`src/rtl/tbrl_pkg.sv`:
```
`timescale 1ns / 1ps
`default_nettype none
// ----------------------------------------------------------------------------
// Token bucket rate limiter - shared types and constants
// Field widths, item mode codes, reset rate and the structs passed between
// the bucket datapath, the elapsed-time tracker and the response buffer.
// ----------------------------------------------------------------------------
package tbrl_pkg;

   localparam int TOKEN_W = 16;

   localparam logic MODE_TICK    = 1'b0;
   localparam logic MODE_REQUEST = 1'b1;

   localparam logic [TOKEN_W-1:0] RESET_RATE = 16'd100;

   typedef logic [TOKEN_W-1:0] token_type;

   typedef struct packed {
      logic      tick;
      logic      clear;
      logic      load;
      token_type load_rate;
   } elapsed_ctl_type;

   typedef struct packed {
      logic      granted;
      token_type tokens_left;
   } rsp_type;

endpackage : tbrl_pkg
`default_nettype wire

```
`src/rtl/tbrl_elapsed.sv`:
```
`timescale 1ns / 1ps
`default_nettype none
// ----------------------------------------------------------------------------
// Elapsed-time tracker
// Counts millisecond ticks up to TICKS_PER_SECOND and keeps the running
// product elapsed * rate, so the refill amount is one reciprocal multiply.
// ----------------------------------------------------------------------------
module tbrl_elapsed
   import tbrl_pkg::*;
#(
   parameter int TICKS_PER_SECOND = 1000
) (
   input  wire logic            clock,
   input  wire logic            reset,
   input  wire elapsed_ctl_type ctl,
   input  wire token_type       rate,
   output token_type            added
);

   localparam int EL_W    = $clog2(TICKS_PER_SECOND + 1);
   localparam int PROD_W  = EL_W + TOKEN_W;
   localparam int SHIFT   = PROD_W + $clog2(TICKS_PER_SECOND);
   localparam int RECIP_W = PROD_W + 1;
   localparam int WIDE_W  = PROD_W + RECIP_W;
   localparam logic [63:0] RECIP_FULL =
      ((64'd1 << SHIFT) + 64'(TICKS_PER_SECOND) - 64'd1) / 64'(TICKS_PER_SECOND);
   localparam logic [RECIP_W-1:0] RECIP = RECIP_FULL[RECIP_W-1:0];
   localparam logic [EL_W-1:0]    EL_MAX = EL_W'(TICKS_PER_SECOND);

   logic [EL_W-1:0]   elapsed_ff, elapsed_in;
   logic [PROD_W-1:0] prod_ff, prod_in;
   logic [WIDE_W-1:0] wide;

   always_comb begin
      elapsed_in = elapsed_ff;
      prod_in    = prod_ff;
      if (ctl.load) begin
         prod_in = PROD_W'(elapsed_ff) * PROD_W'(ctl.load_rate);
      end else if (ctl.clear) begin
         elapsed_in = '0;
         prod_in    = '0;
      end else if (ctl.tick && (elapsed_ff < EL_MAX)) begin
         elapsed_in = elapsed_ff + EL_W'(1);
         prod_in    = prod_ff + PROD_W'(rate);
      end
   end

   always_ff @(posedge clock) begin
      if (reset) begin
         elapsed_ff <= '0;
         prod_ff    <= '0;
      end else begin
         elapsed_ff <= elapsed_in;
         prod_ff    <= prod_in;
      end
   end

   // floor(prod / TICKS_PER_SECOND), exact over the whole product range
   assign wide  = WIDE_W'(prod_ff) * WIDE_W'(RECIP);
   assign added = wide[SHIFT +: TOKEN_W];

endmodule : tbrl_elapsed
`default_nettype wire

```
`src/rtl/tbrl_bucket.sv`:
```
`timescale 1ns / 1ps
`default_nettype none
// ----------------------------------------------------------------------------
// Bucket datapath
// Holds the rate and token count, applies the refill, decides grant or deny
// and forms the response for each request transaction.
// ----------------------------------------------------------------------------
module tbrl_bucket
   import tbrl_pkg::*;
(
   input  wire logic      clock,
   input  wire logic      reset,
   input  wire logic      item_accept,
   input  wire logic      item_mode,
   input  wire token_type item_permits,
   input  wire logic      csr_write,
   input  wire token_type csr_value,
   input  wire token_type added,
   output token_type      rate,
   output elapsed_ctl_type ctl,
   output logic           rsp_push,
   output rsp_type        rsp
);

   token_type          rate_ff, rate_in;
   token_type          token_ff, token_in;
   logic               is_req, is_tick, deny_now, refill_hit, grant;
   logic [TOKEN_W:0]   sum;
   token_type          capped, tok_after;

   assign is_req     = item_accept && (item_mode == MODE_REQUEST);
   assign is_tick    = item_accept && (item_mode == MODE_TICK);
   assign deny_now   = (item_permits == '0) || (rate_ff == '0);
   assign refill_hit = (added != '0);
   assign sum        = {1'b0, token_ff} + {1'b0, added};

   always_comb begin
      capped = token_ff;
      if (refill_hit) begin
         capped = (sum > {1'b0, rate_ff}) ? rate_ff : sum[TOKEN_W-1:0];
      end
   end

   assign grant     = (capped >= item_permits);
   assign tok_after = grant ? (capped - item_permits) : capped;

   always_comb begin
      rate_in  = rate_ff;
      token_in = token_ff;
      if (csr_write) begin
         rate_in  = csr_value;
         token_in = csr_value;
      end else if (is_req && !deny_now) begin
         token_in = tok_after;
      end
   end

   always_ff @(posedge clock) begin
      if (reset) begin
         rate_ff  <= RESET_RATE;
         token_ff <= RESET_RATE;
      end else begin
         rate_ff  <= rate_in;
         token_ff <= token_in;
      end
   end

   assign rate            = rate_ff;
   assign ctl.tick        = is_tick;
   assign ctl.clear       = is_req && !deny_now && refill_hit;
   assign ctl.load        = csr_write;
   assign ctl.load_rate   = csr_value;
   assign rsp_push        = is_req;
   assign rsp.granted     = !deny_now && grant;
   assign rsp.tokens_left = deny_now ? token_ff : tok_after;

endmodule : tbrl_bucket
`default_nettype wire

```
`src/rtl/tbrl_rsp_buf.sv`:
```
`timescale 1ns / 1ps
`default_nettype none
// ----------------------------------------------------------------------------
// Response buffer
// Two-entry output queue: a head register plus a skid entry, so requests keep
// flowing while one response waits on the consumer.
// ----------------------------------------------------------------------------
module tbrl_rsp_buf
   import tbrl_pkg::*;
(
   input  wire logic    clock,
   input  wire logic    reset,
   input  wire logic    push,
   input  wire rsp_type push_data,
   input  wire logic    pop_ready,
   output logic         head_valid,
   output rsp_type      head_data,
   output logic         full
);

   logic    valid0_ff, valid0_in, valid1_ff, valid1_in;
   rsp_type data0_ff, data0_in, data1_ff, data1_in;
   logic    pop;

   assign pop = valid0_ff && pop_ready;

   always_comb begin
      valid0_in = valid0_ff;
      valid1_in = valid1_ff;
      data0_in  = data0_ff;
      data1_in  = data1_ff;
      if (pop && push) begin
         if (valid1_ff) begin
            data0_in = data1_ff;
            data1_in = push_data;
         end else begin
            data0_in = push_data;
         end
      end else if (pop) begin
         data0_in  = data1_ff;
         valid0_in = valid1_ff;
         valid1_in = 1'b0;
      end else if (push) begin
         if (!valid0_ff) begin
            data0_in  = push_data;
            valid0_in = 1'b1;
         end else begin
            data1_in  = push_data;
            valid1_in = 1'b1;
         end
      end
   end

   always_ff @(posedge clock) begin
      if (reset) begin
         valid0_ff <= 1'b0;
         valid1_ff <= 1'b0;
      end else begin
         valid0_ff <= valid0_in;
         valid1_ff <= valid1_in;
      end
   end

   always_ff @(posedge clock) begin
      data0_ff <= data0_in;
      data1_ff <= data1_in;
   end

   assign head_valid = valid0_ff;
   assign head_data  = data0_ff;
   assign full       = valid1_ff;

endmodule : tbrl_rsp_buf
`default_nettype wire

```
`src/rtl/token_bucket_rate_limiter.sv`:
```
`timescale 1ns / 1ps
`default_nettype none
// ----------------------------------------------------------------------------
// Token bucket rate limiter
// Takes one transaction per clock: a millisecond tick (no response) or a
// permit request (one grant/deny response, registered into the output queue). The
// refill elapsed*rate/TICKS_PER_SECOND comes from a running product register
// and one reciprocal multiply, so the bucket update needs no divider.
// Responses pass through a two-entry output queue; req_ready drops only while
// both entries are held. No clearing pass after reset. Writing the rate
// register reloads the bucket full.
// ----------------------------------------------------------------------------
module token_bucket_rate_limiter
   import tbrl_pkg::*;
#(
   parameter int TICKS_PER_SECOND = 1000
) (
   input  wire logic         clock,
   input  wire logic         reset,
   input  wire logic         req_valid,
   output logic              req_ready,
   input  wire logic         req_mode,
   input  wire logic [15:0]  req_permits,
   output logic              rsp_valid,
   input  wire logic         rsp_ready,
   output logic              rsp_granted,
   output logic [15:0]       rsp_tokens_left,
   input  wire logic         csr_valid,
   output logic              csr_ready,
   input  wire logic [15:0]  csr_data
);

   logic            item_accept, csr_write, rsp_push, buf_full;
   token_type       added, rate;
   elapsed_ctl_type ctl;
   rsp_type         rsp_new, rsp_head;

   assign req_ready   = !buf_full;
   assign csr_ready   = 1'b1;
   assign item_accept = req_valid && req_ready;
   assign csr_write   = csr_valid && csr_ready;

   tbrl_elapsed #(
      .TICKS_PER_SECOND(TICKS_PER_SECOND)
   ) u_elapsed (
      .clock (clock),
      .reset (reset),
      .ctl   (ctl),
      .rate  (rate),
      .added (added)
   );

   tbrl_bucket u_bucket (
      .clock        (clock),
      .reset        (reset),
      .item_accept  (item_accept),
      .item_mode    (req_mode),
      .item_permits (req_permits),
      .csr_write    (csr_write),
      .csr_value    (csr_data),
      .added        (added),
      .rate         (rate),
      .ctl          (ctl),
      .rsp_push     (rsp_push),
      .rsp          (rsp_new)
   );

   tbrl_rsp_buf u_rsp_buf (
      .clock      (clock),
      .reset      (reset),
      .push       (rsp_push),
      .push_data  (rsp_new),
      .pop_ready  (rsp_ready),
      .head_valid (rsp_valid),
      .head_data  (rsp_head),
      .full       (buf_full)
   );

   assign rsp_granted     = rsp_head.granted;
   assign rsp_tokens_left = rsp_head.tokens_left;

endmodule : token_bucket_rate_limiter
`default_nettype wire

```
`config.mk`:
```
export PLATFORM = sky130hd
export DESIGN_NAME = token_bucket_rate_limiter
export DESIGN_NICKNAME = d
export VERILOG_FILES = /design/src/rtl/tbrl_pkg.sv /design/src/rtl/tbrl_elapsed.sv /design/src/rtl/tbrl_bucket.sv /design/src/rtl/tbrl_rsp_buf.sv /design/src/rtl/token_bucket_rate_limiter.sv
export SDC_FILE = /design/constraint.sdc
export NUM_CORES = 1
export LEC_CHECK = 0
export ABC_AREA = 1
export BUFFER_PORTS_ARGS = -buffer_cell sky130_fd_sc_hd__buf_2
export CORE_UTILIZATION = 40
export CTS_BUF_LIST = sky130_fd_sc_hd__clkbuf_16
export DETAILED_ROUTE_END_ITERATION = 8
export HOLD_SLACK_MARGIN = 0.05
export PLACE_DENSITY = 0.57
export SYNTH_ARGS = -nofsm -noshare
export SYNTH_HDL_FRONTEND = slang
export SYNTH_HIERARCHICAL = 1
export SYNTH_SLANG_ARGS = --single-unit
```
`constraint.sdc`:
```
create_clock -name clock -period 11.9 [get_ports clock]
set_clock_uncertainty 0.1 [all_clocks]
set_input_delay 1.19 -clock clock [delete_from_list [all_inputs] [get_ports clock]]
set_output_delay 1.19 -clock clock [all_outputs]
set_load 0.01 [all_outputs]
```
### Word level (Yosys, flattened, before mapping)

Cells that the tools add are included.

| word-level totals | value |
|---|---|
| input bits | 38 |
| logic and storage cells | 79 |
| bits in registers | 104 |
| output and inout bits | 20 |

| cells by class | value |
|---|---|
| $lt $le $gt $ge | 3 |
| $mul | 2 |
| mux-type cells | 26 |
| add/subtract/negate cells | 4 |
| bitwise gates (word level) | 3 |
| eq/ne operators | 3 |
| reduce and logical (&&, ||, !) cells | 28 |

Operator list:

| kind | number |
|---|---|
| 17-bit two-way mux | 10 |
| 16-bit two-way mux | 6 |
| 26-bit two-way mux | 3 |
| 26-bit by 27-bit multiplier with 52-bit output, second input constant | 1 |
| 16-bit zero test | 2 |
| 26-bit by 16-bit adder with 26-bit output | 1 |
| 10-bit by 16-bit multiplier with 26-bit output | 1 |
| 10-bit two-way mux | 2 |
| 16-bit by 16-bit adder with 17-bit output | 1 |
| 17-bit by 16-bit greater-than comparator with 1-bit output | 1 |
| 16-bit >= comparator | 1 |
| 16-bit nonzero test | 1 |
| 16-bit subtractor | 1 |
| 2-bit nonzero test | 6 |
| 10-bit by 1-bit adder with 10-bit output, second input constant | 1 |
| 10-bit < comparator, second input constant | 1 |
| 1-bit logical AND | 9 |
| 2-bit AND reduction | 3 |
| 3-bit nonzero test | 2 |
| 1-bit two-way mux | 5 |
| 4-bit AND reduction | 1 |
| 3-bit inequality test, second input constant | 1 |
| 1-bit NOT | 3 |
| 3-bit AND reduction | 1 |
| 4 further kinds | 5 |

### Longest topological paths before layout

| logic depth | value |
|---|---|
| depth in word-level cells | 12 |
| mapped depth | 75 |
| depth with buffers taken out | 73 |

### Modules after synthesis

The synthesis kept the hierarchy.

By module, submodules not included:

| module | instances | sequential area each (µm²) | area each (µm²) | cells an instance |
|---|---|---|---|---|
| tbrl_elapsed | 1 | 720.7 | 20,141.8 | 2,773 |
| tbrl_bucket | 1 | 640.6 | 4,564.4 | 719 |
| tbrl_rsp_buf | 1 | 1,061.0 | 1,863.0 | 233 |
| token_bucket_rate_limiter | 1 | 0.0 | 25.0 | 5 |

### Least setup slack after synthesis

OpenSTA, ideal clock, no wires.

| timing | value |
|---|---|
| path kind | flip-flop to flip-flop |
| start point | register u_elapsed.prod_ff[20] |
| end point | register u_rsp_buf.data0_ff, in the netlist u_rsp_buf/head_data[0] (data pin) |
| required time | 11,548 ps |
| clock period less this slack | 10,437 ps |
| library setup time | 252 ps |
| buffers on the path | 2 |
| cell stages (with the launch flop) | 68 |
| slack | 1,463 ps |
| arrival | 10,085 ps |
| path through | dfxtp_1 > inv_1 > fa_1 > fa_1 > inv_1 > fa_1 > fa_1 > fa_1 > fa_1 > inv_1 > fa_1 > inv_1 > ha_1 > nand2_1 > nor2_1 > inv_1 > nor3_1 > nand2_1 > (+32 left out) > fa_1 > nand2_2 > nand2_2 > nand2_2 > nand2_4 > a21oi_4 > o21ai_2 > o21bai_2 > nand2_4 > inv_6 > buf_12 > o211ai_2 > nand3_1 > o21ai_0 > nand2_1 > nand2_1 > nand2_1 > nand2_1 |

RTL lines:

| element | RTL line | RTL |
|---|---|---|
| start, declared | tbrl_elapsed.sv:31 | `logic [PROD_W-1:0] prod_ff, prod_in;` |
| start signal, assigned | tbrl_elapsed.sv:54 | `prod_ff <= prod_in;` |
| end signal, assigned | tbrl_rsp_buf.sv:65 | `data0_ff <= data0_in;` |
| end, declared | tbrl_rsp_buf.sv:22 | `rsp_type data0_ff, data0_in, data1_ff, data1_in;` |

==> reports/results.env <==
YOSYSUNIQUECELLTYPES=61
PERIOD_SHARE=0.9401
ROUTE.DETAILED.WL_PER_INST_UM=17.33
CAP_VIOL_MAX_COUNT=0
OUTCOME='finished clean'
SLOWEST_STAGE='sky130_fd_sc_hd__fa_1'
PORT_BUFFERS=56
CTS-HTREE-LEVELS=3
YOSYS.AREA.TOP_TYPE_SHARE=0.2446
POST_ROUTE_CELLS_DRIVE_ABOVE_1_SHARE=0.06272
WIRELENGTH_UM=79920
WHS_NS=0.4586
NUM_ANTENNA_CELLS=0
DRT_PRE_ANTENNA_ITERS=5
TIMING.MAX_SLEW.REL_SLACK=0.3803
PLACE.DETAILED.HPWL_UM=67780
DIE_H_UM=259.9
FINAL_NETS=4498
AREA_DELTA_SYNTH_FINAL_PCT=5.655
EFFECTIVE_UTILIZATION_AT_FLOORPLAN=0.4045
PEAKVDDDROP_uV=106.0
SYNTH.AVG_CELL_AREA_UM2=7.130
FF2FF_SETUP_SLACK_NS=0.71
FINAL.SETUP.TNS_NS=0
SYNTH-WARNING-COUNT=6
CELL_AREA_AFTER_LAYOUT_UM2=28100
SYNTH-SEQ-CELLS=104
WORST-PATH-STAGES=57
SYNTHESIS.AREA_UM2=26590
GRT_PASS1_WL_UM=127200
WORST-R2R-CELL-COUNT=57
VIA_COUNT_OF_THE_FIRST_GLOBAL_ROUTING_PASS=22647
FINAL_MAX_SLEW_VIOL_COUNT=0
PLACEMENTROWS=94
LAYOUT_MIN_CYCLE_TIME_NS=11.19
FMAXACHIEVABLE_GHz=0.08939
SYNTH_INSTANCES=3730
CTS_TREE='done'
CTS-ROOT-BUF='sky130_fd_sc_hd__clkbuf_16'
SYNTH_NETS=4486
WORST_SKEW_PAIR.LATE_LATENCY_NS=0.39
CTS_INSERTED_BUFFERS=9
RSZ_0062_RAISED_AFTER_GLOBAL_ROUTING='false'
WORSTPATHARRIVAL_NS=11.24
CRIT_START='u_elapsed/prod_ff[12]'
ANTENNA_LEFT=0
CTS.SINKS=104
ASYNC_FLOP_SHARE=0
WORST-PATH-BUF-INV=7
CORE-AREA_UM2=65750
GLOBAL_ROUTE.USAGE.TOTAL=0.2450
CTSLONGESTPATHBUFFERS=2
REGTOREGSTARTPOINT='u_elapsed/prod_ff[12]'
ROUTE.DETAILED.VIAS_PER_INST=4.984
COUNT_OF_FLIP_FLOPS_WITH_A_BUILT_IN_ENABLE_AFTER_SYNTHESIS=34
CP-END-KIND='flop'
SYNTH_FLOP_CELL='sky130_fd_sc_hd__dfxtp_1'
FINAL_HOLD_FAILS=0
ANTENNA_FOUND_INITIAL=0
WORST-SLEW-PIN-TRANSITION_NS=0.9283
CTS.CLK_SLEW.WORST_PATHS_NS=0.09
NUM_VIAS=22982
CRITICAL_PATH_END='u_rsp_buf/head_data[14]'
WORSTSETUPSTARTPOINTTYPE='flop'
YS_SEQ_AREA_FRAC=0.09108
MIN-DELAY-PATH-CLASS='reg -> reg'
FINAL-SETUP-VIOL-COUNT=0
VIOLATION_COUNT_AFTER_THE_FIRST_DETAILED_ROUTE_ITERATION=1590
PLACE.GP.CONGESTION=0.9622
GRT_MAX_DEGREE=52
BOUNDARYPINS=58
GLOBALROUTE.TOTALOVERFLOW=0
DIEAREA_UM2=67520
CELLLEAKAGEPOWER_nW=16.11
CPMOSTUSEDCELL='sky130_fd_sc_hd__nand2_1'
CPPEAKSTAGEDELAY_NS=0.58
CRIT_PATH_MAX_FANOUT=16
POWER_DENSITY_nW_PER_UM2=161.7
WORST_EP_REQUIRED_TIME_NS=11.96
PLACEDINSTANCEAREA_UM2=27660
CRIT-REG2REG-CAPTURE='u_rsp_buf/head_data[14]'
SYNTHTOPCELLSBYAREA='sky130_fd_sc_hd__fa_1 24%, sky130_fd_sc_hd__ha_1 18%, sky130_fd_sc_hd__nand2_1 14%'
SYNTH.LARGEST_AREA_CELL='sky130_fd_sc_hd__fa_1'
NUMBER_OF_DESIGN_RULE_VIOLATIONS_LEFT_AFTER_DETAIL_ROUTING=0
DIE_W_UM=259.9
PATH_DELAY_FAMILY='adder cells'
WORSTSETUPPATHTYPE='reg -> reg'
## repair_timing
item	in CTS	in global routing
buffers inserted	0	6
resized for setup	0	33
endpoints found under the setup margin	0	37
hold buffers	0	0
## tightest hold or removal path, cell delays in order, from the launching register on
cell	delay, ns
sky130_fd_sc_hd__dfxtp_1	0.37
sky130_fd_sc_hd__nand2_1	0.09
sky130_fd_sc_hd__a21oi_1	0.06
## stage by stage
step / worst slack, ns / utilization / std cells / total power (W)
global route: 0.009138 / 0.4274 / 4611 / 0.005105
finish: 0.7130 / 0.4274 / 4611 / 0.004545
floorplan: 1.463 / - / 3730 / 0.003123
CTS: 0.3896 / 0.4252 / 4605 / 0.004494
global placement: 0.4896 / 0.4206 / 4589 / 0.004139
detailed placement: 0.4775 / 0.4206 / 4589 / 0.004129
## Yosys cell counts, types with 9 or more instances
cell type / count
sky130_fd_sc_hd__nand2_1: 1005
sky130_fd_sc_hd__clkbuf_1: 34
sky130_fd_sc_hd__xor2_1: 22
sky130_fd_sc_hd__o21ai_0: 125
sky130_fd_sc_hd__dfxtp_1: 70
sky130_fd_sc_hd__ha_1: 393
sky130_fd_sc_hd__nor2_1: 163
sky130_fd_sc_hd__fa_1: 325
sky130_fd_sc_hd__o21bai_1: 9
sky130_fd_sc_hd__nand3_2: 11
sky130_fd_sc_hd__nor4_1: 14
sky130_fd_sc_hd__nor3_1: 29
sky130_fd_sc_hd__inv_1: 867
sky130_fd_sc_hd__a21oi_1: 176
sky130_fd_sc_hd__buf_1: 12
sky130_fd_sc_hd__a21o_1: 10
sky130_fd_sc_hd__or2_2: 9
sky130_fd_sc_hd__buf_4: 27
sky130_fd_sc_hd__nand3_1: 170
sky130_fd_sc_hd__a31oi_1: 10
sky130_fd_sc_hd__nand2_2: 31
sky130_fd_sc_hd__and2_1: 17
sky130_fd_sc_hd__a21oi_2: 13
sky130_fd_sc_hd__nand4_1: 42
sky130_fd_sc_hd__edfxtp_1: 34
sky130_fd_sc_hd__buf_2: 12
sky130_fd_sc_hd__o21ai_1: 10
## cells in the final DEF (no fill, tap or decap), types with 3 or more instances in the layout
cell	n
sky130_fd_sc_hd__buf_2	56
sky130_fd_sc_hd__nand2_1	1005
sky130_fd_sc_hd__a21oi_4	3
sky130_fd_sc_hd__nand2_4	5
sky130_fd_sc_hd__a31oi_1	10
sky130_fd_sc_hd__a21oi_2	13
sky130_fd_sc_hd__a21boi_0	3
sky130_fd_sc_hd__or2_2	9
sky130_fd_sc_hd__o21bai_1	9
sky130_fd_sc_hd__inv_2	8
sky130_fd_sc_hd__nand3_2	11
sky130_fd_sc_hd__o21ai_1	17
sky130_fd_sc_hd__xnor2_1	8
sky130_fd_sc_hd__o21ai_2	3
sky130_fd_sc_hd__nand2_2	30
sky130_fd_sc_hd__clkinv_1	3
sky130_fd_sc_hd__nor3_2	5
sky130_fd_sc_hd__nand3b_1	7
sky130_fd_sc_hd__xor2_1	22
sky130_fd_sc_hd__clkbuf_16	9
sky130_fd_sc_hd__nand3_1	170
sky130_fd_sc_hd__dfxtp_2	9
sky130_fd_sc_hd__a21o_1	10
sky130_fd_sc_hd__ha_1	390
sky130_fd_sc_hd__fa_1	324
sky130_fd_sc_hd__o21a_1	6
sky130_fd_sc_hd__nor2_1	162
sky130_fd_sc_hd__o211ai_1	5
sky130_fd_sc_hd__buf_4	40
sky130_fd_sc_hd__and2_1	17
sky130_fd_sc_hd__nor3_1	28
sky130_fd_sc_hd__dfxtp_1	60
sky130_fd_sc_hd__o21ai_0	117
sky130_fd_sc_hd__nor4_1	13
sky130_fd_sc_hd__nand4_1	42
sky130_fd_sc_hd__a21oi_1	176
sky130_fd_sc_hd__nor2_2	7
sky130_fd_sc_hd__edfxtp_1	34
sky130_fd_sc_hd__inv_1	867
## per-layer routing
| metal | GRT usage | wire (um) | up-vias |
|---|---|---|---|
| met5 | 0 | 0 | - |
| met4 | 0.06536 | 2159 | 0 |
| met3 | 0.03207 | 4466 | 100 |
| met2 | 0.3894 | 36010 | 558 |
| met1 | 0.3474 | 37280 | 10849 |
| li1 | - | - | 11475 |
## cells by family (layout without fill, tap and decap cells)
group | after synthesis | in the layout | synth area share
flip-flops | 104 | 104 | 0.09108
AND/OR/NAND/NOR | 1518 | 1518 | 0.2423
adder cells (fa/ha/maj) | 718 | 718 | 0.4295
other | 1 | 1 | 0.0001410
AO/OA/AOI/OAI | 382 | 382 | 0.08106
XOR/XNOR | 30 | 30 | 0.009880
buffers and inverters | 977 | 994 | 0.1459
## flip-flops by register name, summed over array words and instances, names as in the netlist
signal	cells
u_elapsed/elapsed_ff	10
u_rsp_buf/head_data	17
u_bucket/token_ff	16
u_rsp_buf/full	1
u_bucket/rate	16
u_elapsed/prod_ff	26
u_rsp_buf/head_valid	1
u_rsp_buf/data1_ff	17
## how the worst min path moves through the flow
stage	from	end	slack [ns]	depth (start not counted)
after floorplan	u_bucket/rate[0]	u_bucket/rate[0]	0.37	2
final	u_bucket/rate[0]	u_bucket/rate[0]	0.46	2
after CTS	u_bucket/rate[0]	u_bucket/rate[0]	0.45	2
after global routing	u_bucket/rate[0]	u_bucket/rate[0]	0.50	2
after detailed placement	u_bucket/rate[0]	u_bucket/rate[0]	0.44	2
after global placement	u_bucket/rate[0]	u_bucket/rate[0]	0.43	2
## area by class of cell
type	instances	area, um2
Timing Repair Buffer	98	611.8
Clock buffer	9	225.2
Clock inverter	7	72.57
Inverter	880	3318
Sequential cell	104	2437
Multi-Input combinational cell	2649	20350
Tap cell	864	1081
Fill cell	6907	37650
## where the power goes
| part | switching (W) | internal, W | total (W) |
|---|---|---|---|
| registers | 0.0000511 | 0.000456 | 0.000507 |
| logic | 0.00238 | 0.00134 | 0.00372 |
| clock network | 0.000169 | 0.000149 | 0.000318 |
| total | 0.00260 | 0.00194 | 0.00454 |
(Power assumes the default switching activity.)
